File: src/hw/rtl/dsc_pkg.sv
`timescale 1ns / 1ps

package dsc_pkg;

   typedef enum logic [1:0] {
      KIND_WRITE   = 2'd0,
      KIND_TICK    = 2'd1,
      KIND_RESTART = 2'd2,
      KIND_FETCH   = 2'd3
   } kind_type;

   typedef enum logic [1:0] {
      REG_CONTROL = 2'd0,
      REG_LEVEL   = 2'd1,
      REG_ADDRESS = 2'd2,
      REG_LENGTH  = 2'd3
   } reg_sel_type;

   typedef struct packed {
      kind_type    kind;
      reg_sel_type reg_index;
      logic [7:0]  write_data;
      logic [7:0]  fetch_data;
   } item_type;

   typedef struct packed {
      logic [6:0]  output_level;
      logic        irq_pending;
      logic        fetch_request;
      logic [15:0] fetch_address;
   } result_type;

   localparam logic [15:0] RESET_ADDR    = 16'hC000;
   localparam logic [15:0] WRAP_ADDR     = 16'h8000;
   localparam logic [6:0]  LEVEL_UP_MAX  = 7'd125;
   localparam logic [6:0]  LEVEL_STEP    = 7'd2;
   localparam logic [8:0]  RATE_RESET    = 9'd428;
   localparam logic [3:0]  BITS_PER_BYTE = 4'd8;
   localparam logic [11:0] LENGTH_RESET  = 12'd1;

   function automatic logic [8:0] rate_lookup(input logic [3:0] idx);
      logic [8:0] r;
      case (idx)
         4'd0:    r = 9'd428;
         4'd1:    r = 9'd380;
         4'd2:    r = 9'd340;
         4'd3:    r = 9'd320;
         4'd4:    r = 9'd286;
         4'd5:    r = 9'd254;
         4'd6:    r = 9'd226;
         4'd7:    r = 9'd214;
         4'd8:    r = 9'd190;
         4'd9:    r = 9'd160;
         4'd10:   r = 9'd142;
         4'd11:   r = 9'd128;
         4'd12:   r = 9'd106;
         4'd13:   r = 9'd84;
         4'd14:   r = 9'd72;
         default: r = 9'd54;
      endcase
      return r;
   endfunction

endpackage

File: src/hw/rtl/dsc_core.sv
`timescale 1ns / 1ps

module dsc_core (
   input  logic                clock,
   input  logic                reset,
   input  logic                step,
   input  dsc_pkg::item_type   item,
   output dsc_pkg::result_type result
);

   logic [8:0]  rate_counter_ff,  rate_counter_in;
   logic [8:0]  rate_reload_ff,   rate_reload_in;
   logic [6:0]  level_ff,         level_in;
   logic [7:0]  shifter_ff,       shifter_in;
   logic [3:0]  bits_left_ff,     bits_left_in;
   logic        silent_ff,        silent_in;
   logic [7:0]  held_byte_ff,     held_byte_in;
   logic        held_empty_ff,    held_empty_in;
   logic [15:0] read_ptr_ff,      read_ptr_in;
   logic [11:0] bytes_left_ff,    bytes_left_in;
   logic [15:0] start_addr_ff,    start_addr_in;
   logic [11:0] length_ff,        length_in;
   logic        irq_on_ff,        irq_on_in;
   logic        irq_flag_ff,      irq_flag_in;
   logic        loop_on_ff,       loop_on_in;

   logic        do_fetch;
   logic [15:0] fetch_addr;
   logic [15:0] ptr_inc;
   logic [11:0] count_dec;

   always_comb begin
      rate_counter_in = rate_counter_ff;
      rate_reload_in  = rate_reload_ff;
      level_in        = level_ff;
      shifter_in      = shifter_ff;
      bits_left_in    = bits_left_ff;
      silent_in       = silent_ff;
      held_byte_in    = held_byte_ff;
      held_empty_in   = held_empty_ff;
      read_ptr_in     = read_ptr_ff;
      bytes_left_in   = bytes_left_ff;
      start_addr_in   = start_addr_ff;
      length_in       = length_ff;
      irq_on_in       = irq_on_ff;
      irq_flag_in     = irq_flag_ff;
      loop_on_in      = loop_on_ff;
      do_fetch        = 1'b0;
      fetch_addr      = 16'd0;
      ptr_inc         = 16'd0;
      count_dec       = 12'd0;

      case (item.kind)
         dsc_pkg::KIND_WRITE: begin
            case (item.reg_index)
               dsc_pkg::REG_CONTROL: begin
                  irq_on_in = item.write_data[7];
                  if (!item.write_data[7]) begin
                     irq_flag_in = 1'b0;
                  end
                  loop_on_in     = item.write_data[6];
                  rate_reload_in = dsc_pkg::rate_lookup(item.write_data[3:0]);
               end
               dsc_pkg::REG_LEVEL:   level_in = item.write_data[6:0];
               dsc_pkg::REG_ADDRESS: start_addr_in = {2'b11, item.write_data, 6'd0};
               default:              length_in = {item.write_data, 4'd0} + 12'd1;
            endcase
         end
         dsc_pkg::KIND_TICK: begin
            if (rate_counter_ff != 9'd0) begin
               rate_counter_in = rate_counter_ff - 9'd1;
            end else begin
               rate_counter_in = rate_reload_ff;
               if (!silent_ff) begin
                  if (shifter_ff[0]) begin
                     if (level_ff <= dsc_pkg::LEVEL_UP_MAX) begin
                        level_in = level_ff + dsc_pkg::LEVEL_STEP;
                     end
                  end else if (level_ff >= dsc_pkg::LEVEL_STEP) begin
                     level_in = level_ff - dsc_pkg::LEVEL_STEP;
                  end
               end
               shifter_in   = {1'b0, shifter_ff[7:1]};
               bits_left_in = bits_left_ff - 4'd1;
               if (bits_left_in == 4'd0) begin
                  bits_left_in = dsc_pkg::BITS_PER_BYTE;
                  if (held_empty_ff) begin
                     silent_in = 1'b1;
                  end else begin
                     silent_in     = 1'b0;
                     shifter_in    = held_byte_ff;
                     held_empty_in = 1'b1;
                     do_fetch      = (bytes_left_ff != 12'd0);
                  end
               end
            end
         end
         dsc_pkg::KIND_RESTART: begin
            read_ptr_in   = start_addr_ff;
            bytes_left_in = length_ff;
            do_fetch      = held_empty_ff && (length_ff != 12'd0);
         end
         default: begin
            held_byte_in  = item.fetch_data;
            held_empty_in = 1'b0;
         end
      endcase

      // fetch bookkeeping: advance pointer (wrapping into the upper half), count down
      if (do_fetch) begin
         fetch_addr  = read_ptr_in;
         ptr_inc     = read_ptr_in + 16'd1;
         read_ptr_in = (ptr_inc == 16'd0) ? dsc_pkg::WRAP_ADDR : ptr_inc;
         count_dec     = bytes_left_in - 12'd1;
         bytes_left_in = count_dec;
         if (count_dec == 12'd0) begin
            if (loop_on_in) begin
               read_ptr_in   = start_addr_in;
               bytes_left_in = length_in;
            end else if (irq_on_in) begin
               irq_flag_in = 1'b1;
            end
         end
      end
   end

   always_comb begin
      result.output_level  = level_in;
      result.irq_pending   = irq_flag_in;
      result.fetch_request = do_fetch;
      result.fetch_address = fetch_addr;
   end

   always_ff @(posedge clock) begin
      if (reset) begin
         rate_counter_ff <= 9'd0;
         rate_reload_ff  <= dsc_pkg::RATE_RESET;
         level_ff        <= 7'd0;
         shifter_ff      <= 8'd0;
         bits_left_ff    <= dsc_pkg::BITS_PER_BYTE;
         silent_ff       <= 1'b1;
         held_byte_ff    <= 8'd0;
         held_empty_ff   <= 1'b1;
         read_ptr_ff     <= dsc_pkg::RESET_ADDR;
         bytes_left_ff   <= 12'd0;
         start_addr_ff   <= dsc_pkg::RESET_ADDR;
         length_ff       <= dsc_pkg::LENGTH_RESET;
         irq_on_ff       <= 1'b0;
         irq_flag_ff     <= 1'b0;
         loop_on_ff      <= 1'b0;
      end else if (step) begin
         rate_counter_ff <= rate_counter_in;
         rate_reload_ff  <= rate_reload_in;
         level_ff        <= level_in;
         shifter_ff      <= shifter_in;
         bits_left_ff    <= bits_left_in;
         silent_ff       <= silent_in;
         held_byte_ff    <= held_byte_in;
         held_empty_ff   <= held_empty_in;
         read_ptr_ff     <= read_ptr_in;
         bytes_left_ff   <= bytes_left_in;
         start_addr_ff   <= start_addr_in;
         length_ff       <= length_in;
         irq_on_ff       <= irq_on_in;
         irq_flag_ff     <= irq_flag_in;
         loop_on_ff      <= loop_on_in;
      end
   end

   // the bit counter only ever holds one through eight
   a_bits_range: assert property (@(posedge clock) disable iff (reset)
      (bits_left_ff != 4'd0) && (bits_left_ff <= dsc_pkg::BITS_PER_BYTE))
      else $error("bit counter out of range");

   // sample pointer stays in the upper half of the address space
   a_ptr_upper: assert property (@(posedge clock) disable iff (reset)
      read_ptr_ff[15] && start_addr_ff[15])
      else $error("sample pointer left upper half");

   // irq flag can only be pending while irq is enabled
   a_irq_enabled: assert property (@(posedge clock) disable iff (reset)
      irq_flag_ff |-> irq_on_ff)
      else $error("irq pending with irq disabled");

endmodule

File: src/hw/rtl/delta_sample_channel.sv
`timescale 1ns / 1ps

// Delta-modulation sample channel. Takes one beat per cycle, sustained while the
// output side is not stalled: every beat (register write, timer tick, restart,
// returned sample byte) is registered on input in the input register, applied to the
// channel state combinationally, and its result beat is registered in the result
// register and held there while the output side is stalled. A fetch
// request in a result beat asks for the byte at fetch_address; its data must
// come back as a fetched-byte beat before the tick that shifts it in.
module delta_sample_channel (
   input  logic        clock,
   input  logic        reset,

   input  logic        req_tvalid,
   output logic        req_tready,
   input  logic [15:0] req_tdata,   // [7:0] write_data, [15:8] fetch_data
   input  logic [3:0]  req_tuser,   // [1:0] req_type, [3:2] reg_index

   output logic        rsp_tvalid,
   input  logic        rsp_tready,
   output logic [23:0] rsp_tdata,   // [6:0] output_level, [7] irq_pending, [23:8] fetch_address
   output logic        rsp_tuser    // [0] fetch_request
);

   logic                in_valid_ff;
   dsc_pkg::item_type   in_item_ff;
   logic                out_valid_ff;
   dsc_pkg::result_type out_result_ff;
   dsc_pkg::result_type next_result;
   logic                advance;

   assign advance    = in_valid_ff && (!out_valid_ff || rsp_tready);
   assign req_tready = !in_valid_ff || advance;

   always_ff @(posedge clock) begin
      if (reset) begin
         in_valid_ff <= 1'b0;
      end else if (req_tready) begin
         in_valid_ff <= req_tvalid;
      end
   end

   always_ff @(posedge clock) begin
      if (req_tready && req_tvalid) begin
         in_item_ff.kind       <= dsc_pkg::kind_type'(req_tuser[1:0]);
         in_item_ff.reg_index  <= dsc_pkg::reg_sel_type'(req_tuser[3:2]);
         in_item_ff.write_data <= req_tdata[7:0];
         in_item_ff.fetch_data <= req_tdata[15:8];
      end
   end

   dsc_core u_core (
      .clock  (clock),
      .reset  (reset),
      .step   (advance),
      .item   (in_item_ff),
      .result (next_result)
   );

   always_ff @(posedge clock) begin
      if (reset) begin
         out_valid_ff <= 1'b0;
      end else if (!out_valid_ff || rsp_tready) begin
         out_valid_ff <= in_valid_ff;
      end
   end

   always_ff @(posedge clock) begin
      if (advance) begin
         out_result_ff <= next_result;
      end
   end

   assign rsp_tvalid = out_valid_ff;
   assign rsp_tdata  = {out_result_ff.fetch_address, out_result_ff.irq_pending,
                        out_result_ff.output_level};
   assign rsp_tuser  = out_result_ff.fetch_request;

   // an empty input register never refuses a beat
   a_ready_empty: assert property (@(posedge clock) disable iff (reset)
      !in_valid_ff |-> req_tready)
      else $error("input stage empty but not ready");

   // no address without a request
   a_addr_zero: assert property (@(posedge clock) disable iff (reset)
      (rsp_tvalid && !rsp_tuser) |-> (rsp_tdata[23:8] == 16'd0))
      else $error("fetch address without request");

   // a requested address is always in the sample region
   a_addr_region: assert property (@(posedge clock) disable iff (reset)
      (rsp_tvalid && rsp_tuser) |-> rsp_tdata[23])
      else $error("fetch address below sample region");

endmodule
File: config.mk
export PLATFORM = sky130hd
export DESIGN_NAME = delta_sample_channel
export DESIGN_NICKNAME = d
export VERILOG_FILES = /design/src/hw/rtl/dsc_pkg.sv /design/src/hw/rtl/dsc_core.sv /design/src/hw/rtl/delta_sample_channel.sv
export SDC_FILE = /design/constraint.sdc
export NUM_CORES = 1
export LEC_CHECK = 0
export ABC_AREA = 0
export ABC_CLOCK_PERIOD_IN_PS = 11300
export BUFFER_PORTS_ARGS = -buffer_cell sky130_fd_sc_hd__buf_2
export CELL_PAD_IN_SITES_DETAIL_PLACEMENT = 1
export CELL_PAD_IN_SITES_GLOBAL_PLACEMENT = 2
export CORE_MARGIN = 2
export CORE_UTILIZATION = 41
export DETAILED_ROUTE_END_ITERATION = 8
export HOLD_SLACK_MARGIN = 0.15
export PLACE_DENSITY = 0.85
export SLEW_MARGIN = 20
export SYNTH_ARGS = -nofsm -noshare
export SYNTH_HDL_FRONTEND = slang
export SYNTH_SLANG_ARGS = --single-unit
File: constraint.sdc
create_clock -name clock -period 11.3 [get_ports clock]
set_clock_uncertainty 0.15 [all_clocks]
set_input_delay 1.13 -clock clock [delete_from_list [all_inputs] [get_ports clock]]
set_output_delay 1.13 -clock clock [all_outputs]
set_load 0.05 [all_outputs]
==> out/summary.md, run 1 <==
* sky130_fd_sc_hd__clkbuf_16 — Root Driver
* 40.7% — final worst-path cycle share
* 12 — depth of the worst register-to-register path
* 9210 sq um — final instance area
* 0 — antenna violation net count after detailed routing
* 12.0% — share of cells above drive strength 1
* 42.9% — sequential share of the synthesized area
* flip-flop to flip-flop — Worst Setup Path Type
* 0 — yosys warns
* 38.6% — met2 track demand over resource in global routing
* no — unrepaired setup endpoints after global routing
* 432 — initial drt markers
* in_item_ff[18] — beginning of the worst register-to-register path
* 4320 sq um — area occupied by multi-input gates
* 0 — drc violations
* 217 MHz — Max Freq
* 19500 sq um — core area
* sky130_fd_sc_hd__dfxtp_1 — most common flop cell mapped by yosys
* 4.76 ns — signal arrival time at the worst endpoint
* 0 — number of buffers added to fix hold violations after cts
* 151 nW/um^2 — areal power density over the cells
* inv_1 -> ha_1 -> buf_4 -> or4b_4 -> a222oi_1 -> a21o_1 -> o2111ai_2 -> nor4_4 -> buf_4 -> a31oi_1 -> a221o_1 -> a22o_1 — sequence of cells on the critical path
* 2 — buffers from clock root to sink, at most
* 72 — pin count of the biggest net entering global routing
* 152 — post-synthesis register bit count
* 38900 um — wire length of the first global-routing pass
* 0 — initial antenna violation count
* 6.30% — multiplexer area fraction after synthesis
* 0 ns — Post-Route Setup TNS
* 0 — number of antenna diodes
* 3.19% — met3 routing resource usage after global routing
* 7133 — number of global-route vias before repair
* 0.874 — final RePlAce weighted congestion
* 0.07 ns — clock transition at the registers of the reported paths
* 15900 um — final HPWL from detailed placement
* 4.60 ns — shortest clock period the worst path allows after layout
* u_core.start_addr_ff[14] — Hold Crit Start
* 3490 sq um — Sequential Area
* sky130_fd_sc_hd__dfxtp_1 — most common library cell in the layout ignoring fill and taps
* met2 — busiest layer in global routing
* 0.305 ns — hold slack
* 23.7% — Overall Global Routing Usage
* 0 — max cap viols
* 8.71 sq um — mean post-synth cell area
* simple AND/OR/NAND/NOR gates — dominant combinational cell family by area after synthesis
* u_core.start_addr_ff[14] — capture endpoint of the worst hold path
* 19.0 um — WL/cell
* 145 um — die width
* 0.72 ns — worst stage delay on the critical path
* 51 — standard-cell rows
* 2 — hold path depth
* sky130_fd_sc_hd__buf_4 — cell with the most instances on the worst path
* 8140 sq um — mapped cell area
* in_item_ff[18] — first element of the critical path
* 0 — gr ovfl total
* u_core.read_ptr_ff[0] — reg2reg end
* 28 — biggest fanout along the worst timing path
* 98.1 uV — peak ir drop on the vdd network
* 33.1% — global routing met1 resource utilization
* 934 — cell count after synthesis
* complete, no violations — status
* 4 — Max H-tree Level
* 71 — count of different cell masters after synthesis
* 145 um — Die Height
* 41.8% — Initial Utilization
* 0 — Hold Violations, Final
* 21000 sq um — die area
* 51 — number of primary I/O pins
* 1233 — Final Non-Filler Cells
* compound AO/OA/AOI/OAI gates — dominant delay contributor by cell family on the critical path
* 0 — post_cts resized
* 13.2% — Layout Area Growth over Synthesis
* 11.46 ns — required arrival time at the worst endpoint
* 2272 — Fillers
* flip-flop to flip-flop — HP Class
* 0% — fraction of registers with async set/reset
* 0 — max-slew violation count
* 18.4% — Compound-Gate Fraction of Synth Area
* flip-flop — element type at the critical path start
* 2.77% — post-synthesis share of cell area spent on full adders, half adders and majority gates
* 997 — number of nets in the finished design
* 3.27 nW — Static Leak
* sky130_fd_sc_hd__a222oi_1 — slowest library cell on the worst path
* 23500 um — post-detailed-routing wire length
* 0.42 ns — Skew-Pair Late Insertion Delay
* yes — CTS tree
* 0 — Post-CTS Setup Repair Bufs
* 45 — number of synthesized flops with an enable pin
* 7152 — total vias in the final route
* sky130_fd_sc_hd__dfxtp_1 (107), sky130_fd_sc_hd__nor2_1 (105), sky130_fd_sc_hd__nand2_1 (99) — most frequent cells in the layout
* 17 — clock buffer count from CTS
* 976 — Net Count, Synth
* 50 — number of I/O port buffers
* 3 — number of buffer and inverter stages on the critical path
* 6.70 ns — Worst R2R Setup Slack
* flip-flop — element type at the critical path end
* 5 — 1st-pass router iterations
* 8580 sq um — instance area after placement
* 1.05 ns — Tightest Pin Transition
* 152 — clock sinks
* 22.8% — area fraction in and, or, nand and nor cells after synthesis
* 2.48% — xor and xnor area share after synthesis
* 1201 — number of cells after detailed placement
* 5.80 — via count normalized by instance count
* 29.9% — Max-slew headroom
* 0 — Final setup violation count
[synthesized netlist by cell type, types with 4 or more instances]
cell type	instances	area, sq um
sky130_fd_sc_hd__a211o_1	7	61.3
sky130_fd_sc_hd__a211oi_1	22	165
sky130_fd_sc_hd__a21oi_1	80	400
sky130_fd_sc_hd__a222oi_1	6	60.1
sky130_fd_sc_hd__a22o_1	10	87.6
sky130_fd_sc_hd__a22oi_1	9	67.6
sky130_fd_sc_hd__a311oi_1	5	43.8
sky130_fd_sc_hd__a31oi_1	10	62.6
sky130_fd_sc_hd__a32o_1	4	40.0
sky130_fd_sc_hd__and2_1	17	106
sky130_fd_sc_hd__and3_1	6	37.5
sky130_fd_sc_hd__buf_1	9	33.8
sky130_fd_sc_hd__buf_2	7	35.0
sky130_fd_sc_hd__clkbuf_1	39	146
sky130_fd_sc_hd__dfxtp_1	107	2140
sky130_fd_sc_hd__edfxtp_1	45	1350
sky130_fd_sc_hd__ha_1	18	225
sky130_fd_sc_hd__inv_1	29	109
sky130_fd_sc_hd__mux2_2	10	113
sky130_fd_sc_hd__mux2i_1	40	400
sky130_fd_sc_hd__nand2_1	99	372
sky130_fd_sc_hd__nand2b_1	6	37.5
sky130_fd_sc_hd__nand3_1	34	170
sky130_fd_sc_hd__nand4_1	6	37.5
sky130_fd_sc_hd__nand4b_1	4	35.0
sky130_fd_sc_hd__nor2_1	105	394
sky130_fd_sc_hd__nor2b_1	6	37.5
sky130_fd_sc_hd__nor3_1	34	170
sky130_fd_sc_hd__nor3b_1	7	52.6
sky130_fd_sc_hd__nor4_1	12	75.1
sky130_fd_sc_hd__o211ai_1	6	45.0
sky130_fd_sc_hd__o21ai_0	36	180
sky130_fd_sc_hd__o22ai_1	4	25.0
sky130_fd_sc_hd__or2_2	4	25.0
sky130_fd_sc_hd__or3_1	8	50.1
sky130_fd_sc_hd__or4_1	8	60.1
sky130_fd_sc_hd__xnor2_1	15	131
sky130_fd_sc_hd__xor2_1	8	70.1
[cell families after synthesis]
kind of cell	Yosys count
xor+xnor	23
fa+ha+maj	18
mux	50
compound gates	228
simple gates	376
buf+inv	87
flops	152
[how the worst max path moves through the flow]
stage,depth (start not counted),endpoint,slack [ns]
global route,10,u_core.bytes_left_ff[0],6.41
finish,12,u_core.read_ptr_ff[0],6.70
floorplan,16,u_core.read_ptr_ff[9],7.16
detailed placement,12,u_core.read_ptr_ff[0],6.77
global placement,12,u_core.read_ptr_ff[0],6.91
CTS,12,u_core.read_ptr_ff[0],6.75
[where the power goes]
part	switching (mW)	internal, mW	total, mW
logic	0.107	0.0542	0.161
registers	0.0204	0.582	0.602
clock network	0.234	0.392	0.626
total	0.361	1.03	1.39
[worst min-delay path, delay by kind of cell (launching register included)]
| family | cells | cell delay [ns] |
|---|---|---|
| flip-flops | 1 | 0.33 |
| AND/OR/NAND/NOR | 1 | 0.05 |
| buffers and inverters | 1 | 0.06 |
[registers in the layout, indices dropped and copies added, names as in the netlist]
signal,count
rsp_tdata,24
in_item_ff,20
u_core.read_ptr_ff,16
u_core.start_addr_ff,16
u_core.bytes_left_ff,12
u_core.length_ff,12
u_core.rate_counter_ff,9
u_core.held_byte_ff,8
u_core.rate_reload_ff,8
u_core.shifter_ff,8
u_core.level_ff,7
u_core.bits_left_ff,4
in_valid_ff,1
rsp_tuser,1
rsp_tvalid,1
u_core.held_empty_ff,1
u_core.irq_flag_ff,1
u_core.irq_on_ff,1
u_core.loop_on_ff,1
u_core.silent_ff,1
[final cells by class]
class / instances / area share, %
clock buffers: 20 / 4.74
clock inverters: 12 / 2.17
inverters: 30 / 1.22
multi-input cells: 695 / 46.9
flip-flops and latches: 152 / 37.9
well taps: 265 / 3.60
repair buffers: 59 / 3.48
[per-layer routing]
metal  part of all wire [%]  vias to the layer above  wire length (um)
li1                       -                     3461                 -
met1                     49                     3530             11500
met2                     47                      135             10900
met3                    2.9                       26               686
met4                    1.5                        0               352
met5                      0                        -                 0
[stage by stage]
stage / setup WS [ns] / power (mW) / utilization [%]
floorplan: 7.16 / 0.728 / -
finish: 6.70 / 1.39 / 47.3
global route: 6.41 / 1.44 / 47.3
CTS: 6.75 / 1.40 / 47.3
detailed placement: 6.77 / 0.774 / 44.1
global placement: 6.91 / 0.772 / 44.1
Note: power is estimated with default switching activity, not from simulation.
==> inputs of run 2 (changes only) <==
- ABC_CLOCK_PERIOD_IN_PS: 11300 -> 4300
- CORE_UTILIZATION: 41 -> 38
- PLACE_DENSITY: 0.85 -> 0.8
- clock period: 11.3 -> 4.3 ns (I/O delays scaled with it)
==> run 2 against run 1 <==
Sequential share of layout area decreased by 1.5 points. Critical path depth increased by 1. Global-route usage decreased by 0.70 points. Largest power group is now registers. Clock power increased by 130%.
==> out/summary.md, run 2 (synthesis results as in run 1) <==
* 63 — pin count of the biggest net entering global routing, -13%
* inv_1 -> ha_2 -> mux2_2 -> inv_1 -> ha_1 -> nand2_1 -> nor3_1 -> xnor2_1 -> nor4_4 -> buf_4 -> and3_1 -> o21ai_0 -> a32o_1 — sequence of cells on the critical path
* 0 ns — Post-Route Setup TNS, unchanged
* 0 — gr ovfl total, unchanged
* 38.7% — Initial Utilization, -3.1 points
* 17 — clock buffer count from CTS, unchanged
* 4320 sq um — area occupied by multi-input gates, +0.12%
* yes — CTS tree
* 22600 sq um — die area, +7.7%
* 45.6% — final core occ, -1.7 points
* 7295 — total vias in the final route, +2.0%
* 3.46 nW — Static Leak, +5.9%
* sky130_fd_sc_hd__dfxtp_1 — most common library cell in the layout ignoring fill and taps
* 0 — initial antenna violation count, unchanged
* 0 — antenna violation net count after detailed routing, unchanged
* 51 — number of primary I/O pins, unchanged
* 0 — Final setup violation count, unchanged
* 5.64 — via count normalized by instance count, -2.8%
* 3.50 mW — overall power consumption, +150%
* 0 — Hold Violations, Final, unchanged
* 0 — number of antenna diodes, unchanged
* no — unrepaired setup endpoints after global routing
* sky130_fd_sc_hd__nor4_4 — slowest library cell on the worst path
* 53 — standard-cell rows, +3.9%
* 253 MHz — Max Freq, +16%
* 3490 sq um — Sequential Area, unchanged
* 23.0% — Overall Global Routing Usage, -0.70 points
* 2 — buffers from clock root to sink, at most, unchanged
* 32.6% — Max-slew headroom, +2.7 points
* 5 — 1st-pass router iterations, unchanged
* 0 — drc violations, unchanged
* 7365 — number of global-route vias before repair, +3.3%
* 1048 — number of nets in the finished design, +5.1%
* 24 — flip-flop count of the largest register, all copies and words added, unchanged
* 17.8% — Layout Area Growth over Synthesis
* 3.95 ns — shortest clock period the worst path allows after layout, -0.650 ns
* 4.47 ns — required arrival time at the worst endpoint, -6.99 ns
* 91.9% — final worst-path cycle share, +51 points
* 0.43 ns — Skew-Pair Late Insertion Delay, about the same
* flip-flop to flip-flop — Worst Setup Path Type
* 404 — initial drt markers, -6.5%
* 1.01 ns — Tightest Pin Transition, -0.0399 ns
* 4.12 ns — signal arrival time at the worst endpoint, -0.64 ns
* 14.7% — share of cells above drive strength 1, +2.7 points
* 0 — max-slew violation count, unchanged
* 50 — number of I/O port buffers, unchanged
* 21000 sq um — core area, +8.0%
* 0.07 ns — clock transition at the registers of the reported paths, about the same
* 0.909 — final RePlAce weighted congestion, +3.9%
* 0.52 ns — worst stage delay on the critical path, -0.20 ns
* sky130_fd_sc_hd__clkbuf_16 — Root Driver
* 0 — Post-CTS Setup Repair Bufs, unchanged
* flip-flop — element type at the critical path end
* 17000 um — final HPWL from detailed placement, +6.8%
* 365 nW/um^2 — areal power density over the cells, +140%
* 152 — clock sinks, unchanged
* 40700 um — wire length of the first global-routing pass, +4.7%
* 3 — number of buffer and inverter stages on the critical path, unchanged
* flip-flop to flip-flop — HP Class
* 0 — max cap viols, unchanged
* 19.2 um — WL/cell, +1.1%
* 150 um — Die Height, +3.8%
* 4 — Max H-tree Level, unchanged
* sky130_fd_sc_hd__inv_1 — cell with the most instances on the worst path
* 198 uV — peak ir drop on the vdd network, +100%
* 24900 um — post-detailed-routing wire length, +6.1%
* sky130_fd_sc_hd__dfxtp_1 (107), sky130_fd_sc_hd__nor2_1 (105), sky130_fd_sc_hd__nand2_1 (99) — most frequent cells in the layout
* simple AND/OR/NAND/NOR gates — dominant delay contributor by cell family on the critical path
* flip-flop — element type at the critical path start
* 2462 — Fillers, +8.4%
* 14 — biggest fanout along the worst timing path, -50%
* 150 um — die width, +3.8%
* complete, no violations — status
==> run 2: cell types whose count changed in the layout (fill, tap and decap cells not counted) <==
cell,before,now
sky130_fd_sc_hd__buf_4,10,39
sky130_fd_sc_hd__dlygate4sd3_1,0,22
sky130_fd_sc_hd__inv_6,0,9
sky130_fd_sc_hd__clkinv_2,2,1
sky130_fd_sc_hd__ha_1,18,16
sky130_fd_sc_hd__ha_2,0,2
sky130_fd_sc_hd__inv_8,0,2
sky130_fd_sc_hd__bufinv_16,5,0
sky130_fd_sc_hd__clkinv_4,2,0
sky130_fd_sc_hd__clkbuf_1,3,0
==> run 2: area by class of cell <==
class	instances	share of cell area, %
repair buffers	110	7.91
clock buffers	17	4.44
flip-flops and latches	152	36.4
multi-input cells	695	45.1
well taps	275	3.59
inverters	30	1.17
clock inverters	15	1.34
==> run 2: layer usage <==
metal	global-route usage [%]	up-vias	wire, um
li1	-	3554	-
met1	31.8	3596	12000
met2	37.5	124	11700
met4	6.46	0	339
met3	3.45	21	879
met5	0	-	0
==> run 2: path summary, 6_finish.rpt <==
path,startpoint,endpoint,slack (ns),depth (start not counted)
worst max-delay path,in_item_ff[18],u_core.read_ptr_ff[12],0.35,13
worst min-delay path,u_core.held_byte_ff[2],u_core.held_byte_ff[2],0.31,2
worst max register to register,in_item_ff[18],u_core.read_ptr_ff[12],0.35,13
worst min register to register,u_core.held_byte_ff[2],u_core.held_byte_ff[2],0.31,2
==> run 2: stage by stage <==
step / setup WS (ns) / cells / hold slack (ns) / area, sq um
after floorplan: 0.159 / 934 / 0.266 / 8140
after global placement: 0.360 / 1240 / 0.286 / 8810
after detailed placement: 0.243 / 1240 / 0.297 / 8810
after CTS: 0.231 / 1294 / 0.310 / 9580
after global routing: 0.0790 / 1294 / 0.343 / 9590
final: 0.349 / 1294 / 0.308 / 9590
==> run 2: timing repair <==
item | in CTS | in global routing
hold buffers | 22 | 0
endpoints found under the hold margin | 22 | 0
gates resized for setup | 0 | 2
setup endpoints to repair | 0 | 7
==> run 2: worst register-to-register path, stage by stage, from the launching register on <==
cell	delay, ns
sky130_fd_sc_hd__edfxtp_1	0.42
sky130_fd_sc_hd__inv_1	0.13
sky130_fd_sc_hd__ha_2	0.36
sky130_fd_sc_hd__mux2_2	0.42
sky130_fd_sc_hd__inv_1	0.07
sky130_fd_sc_hd__ha_1	0.25
sky130_fd_sc_hd__nand2_1	0.14
sky130_fd_sc_hd__nor3_1	0.35
sky130_fd_sc_hd__xnor2_1	0.20
sky130_fd_sc_hd__nor4_4	0.52
sky130_fd_sc_hd__buf_4	0.30
sky130_fd_sc_hd__and3_1	0.17
sky130_fd_sc_hd__o21ai_0	0.07
sky130_fd_sc_hd__a32o_1	0.30
==> run 2: report_power, final <==
group | switching, mW | internal, mW
Clock | 0.689 | 0.762
Sequential | 0.0549 | 1.53
Combinational | 0.292 | 0.171
==> inputs of run 3 (changes only) <==
- ABC_CLOCK_PERIOD_IN_PS: 4300 -> 4620
- CORE_UTILIZATION: 38 -> 41
- PLACE_DENSITY: 0.8 -> 0.85
- TNS_END_PERCENT: default -> 30
- clock period: 4.3 -> 4.62 ns (I/O delays scaled with it)
==> run 3 against run 2 <==
Non-clock buffer count decreased by 14. Worst setup slack better by 0.10 ns. Hold slack lost 0.12 ns. Die area is 7.1% lower. Wire length fell by 1.3%. Register-to-register slack gained 0.10 ns. Largest cell class unchanged. Highest routed layer unchanged.
==> out/summary.md, run 3 (synthesis results as in run 1) <==
* 7293 — total vias in the final route, -0.027%
* 13.4% — share of cells above drive strength 1, -1.3 points
* 17.0% — Layout Area Growth over Synthesis
* 0 — initial antenna violation count, unchanged
* sky130_fd_sc_hd__dfxtp_1 (107), sky130_fd_sc_hd__nor2_1 (105), sky130_fd_sc_hd__nand2_1 (99) — most frequent cells in the layout
* 4.17 ns — shortest clock period the worst path allows after layout, +0.218 ns
* flip-flop — element type at the critical path end
* sky130_fd_sc_hd__clkbuf_16 — Root Driver
* 145 um — die width, -3.6%
* 4.38 ns — signal arrival time at the worst endpoint, +0.26 ns
* 0.45 ns — Worst R2R Setup Slack, +0.10 ns
* 4 — Max H-tree Level, unchanged
* 0.916 mW — switching power summed over all nets, -12%
* 19500 sq um — core area, -7.4%
* 13 — biggest fanout along the worst timing path, -1
* 17 — clock buffer count from CTS, unchanged
* 0 — drc violations, unchanged
* 16500 um — final HPWL from detailed placement, -3.0%
* 4 — hold path depth, +2
* 4.83 ns — required arrival time at the worst endpoint, +0.36 ns
* 9520 sq um — final instance area, -0.69%
* 24 — flip-flop count of the largest register, all copies and words added, unchanged
* 0 ns — Post-Route Setup TNS, unchanged
* 44.4% — Seq pwr share, -0.8 points
* input port to flip-flop — HP Class
* 8710 sq um — instance area after placement, -1.1%
* in_item_ff[18] — beginning of the worst register-to-register path
* 240 MHz — Max Freq, -5.2%
* 0.451 ns — post-layout worst setup margin, +0.102 ns
* 152 — clock sinks, unchanged
* 145 um — Die Height, -3.6%
* 12.7% — combinational share of power, -0.6 points
* 24.4% — Overall Global Routing Usage, +1.3 points
* 50 — number of I/O port buffers, unchanged
* 90.2% — final worst-path cycle share, -1.6 points
* 12 — depth of the worst register-to-register path, -1
* 349 nW/um^2 — areal power density over the cells, -4.4%
* 0 — Final setup violation count, unchanged
* 51 — number of primary I/O pins, unchanged
* 0 — max-slew violation count, unchanged
* rsp_tvalid — capture endpoint of the worst hold path
* 2 — buffers from clock root to sink, at most, unchanged
* 0 — max cap viols, unchanged
* 0.365 ns — worst setup slack before clock tree synthesis, +0.122 ns
* 0.996 ns — Tightest Pin Transition, -0.0113 ns
* 7406 — number of global-route vias before repair, +0.56%
* flip-flop — element type at the critical path start
* 51 — standard-cell rows, -3.8%
* 379 — initial drt markers, -6.2%
* no — unrepaired setup endpoints after global routing
* 42.9% — portion of total power attributed to the clock network, +1.4 points
* 21000 sq um — die area, -7.1%
* 3.32 mW — overall power consumption, -5.0%
* 19.4 um — WL/cell, +0.60%
* 1217 — number of cells after detailed placement, -1.9%
* 0 — gr ovfl total, unchanged
* u_core.read_ptr_ff[3] — reg2reg end
* 33.6% — Max-slew headroom, +1.0 points
* 5 — 1st-pass router iterations, unchanged
* 2.41 mW — Int Pwr, -2.2%
* 0 — number of antenna diodes, unchanged
* 1034 — number of nets in the finished design, -1.3%
* 0.07 ns — clock transition at the registers of the reported paths, about the same
* 41.8% — Initial Utilization, +3.1 points
* 64 — pin count of the biggest net entering global routing, +1.6%
* 27.6% — switching part of the total, -2.1 points
* 0.875 — final RePlAce weighted congestion, -3.6%
* 0 — antenna violation net count after detailed routing, unchanged
* 39700 um — wire length of the first global-routing pass, -2.4%
* 5.74 — via count normalized by instance count, +1.9%
* sky130_fd_sc_hd__dfxtp_1 — most common library cell in the layout ignoring fill and taps
* 24600 um — post-detailed-routing wire length, -1.3%
* 1270 — Final Non-Filler Cells, -1.9%
* complete, no violations — status
* rsp_tready — Hold Crit Start
* 3.42 nW — Static Leak, -1.1%
* yes — CTS tree
* flip-flop to flip-flop — Worst Setup Path Type
* 261 uV — peak ir drop on the vdd network, +32%
* 0.43 ns — Skew-Pair Late Insertion Delay, about the same
* 0 — Hold Violations, Final, unchanged
==> run 3: changes by cell type in the layout (fill, tap and decap cells not counted), sizes merged <==
cell / previous run / this run
clkinv: 1 / 4
inv: 41 / 33
dlygate4sd3: 22 / 21
buf: 88 / 75
bufinv: 0 / 2
clkbuf: 17 / 20
==> run 3: metrics by stage <==
stage | util, % | hold WS (ns)
2_1_floorplan | - | 0.266
3_3_place_gp | 44.7 | 0.292
3_5_place_dp | 44.7 | 0.301
4_1_cts | 48.9 | 0.184
5_1_grt | 48.9 | 0.228
6_report | 48.9 | 0.191
==> run 3: timing repair <==
item                       in CTS  in global routing
setup buffers                   0                  0
gates resized for setup         0                  1
hold buffers                   21                  0
hold endpoints to repair       21                  0
setup endpoints to repair       0                  1
==> run 3: worst max-delay path, cell delays in order (launching register included) <==
cell and delay, ns:
sky130_fd_sc_hd__edfxtp_1 0.41, sky130_fd_sc_hd__inv_1 0.12, sky130_fd_sc_hd__ha_1 0.48, sky130_fd_sc_hd__mux2_2 0.44, sky130_fd_sc_hd__inv_1 0.07, sky130_fd_sc_hd__ha_1 0.25
sky130_fd_sc_hd__nand2_1 0.14, sky130_fd_sc_hd__nor3_1 0.33, sky130_fd_sc_hd__xnor2_1 0.21, sky130_fd_sc_hd__nor4_4 0.63, sky130_fd_sc_hd__mux2_2 0.41, sky130_fd_sc_hd__a221o_1 0.35
sky130_fd_sc_hd__a21oi_1 0.11
==> run 3: worst max-delay path by stage <==
stage,startpoint,end,slack (ns),cells after the start
floorplan,in_item_ff[18],u_core.read_ptr_ff[9],0.48,16
CTS,in_item_ff[18],u_core.bytes_left_ff[0],0.32,11
global route,in_item_ff[18],u_core.read_ptr_ff[1],0.10,12
detailed placement,in_item_ff[18],u_core.bytes_left_ff[0],0.37,11
finish,in_item_ff[18],u_core.read_ptr_ff[3],0.45,12
global placement,in_item_ff[18],u_core.bytes_left_ff[0],0.47,11
==> run 3: final cells by class <==
class                   instances  area (sq um)
multi-input cells             695          4320
well taps                     265           332
flip-flops and latches        152          3490
clock buffers                  20           457
repair buffers                 96           663
fillers                      2309          9940
clock inverters                12           140
inverters                      30           113
==> run 3: power by group through the flow <==
stage / combinational [mW] / sequential (mW) / clock (mW)
finish: 0.423 / 1.47 / 1.42
global route: 0.468 / 1.48 / 1.51
CTS: 0.422 / 1.47 / 1.45
detailed placement: 0.406 / 1.50 / 0
global placement: 0.399 / 1.50 / 0
floorplan: 0.266 / 1.51 / 0
==> run 3: routing by layer <==
metal  routed length (um)  track usage [%]
met5                    0                0
met3                  639             3.39
met1                11800             32.6
met4                  472             7.61
met2                11700             40.9
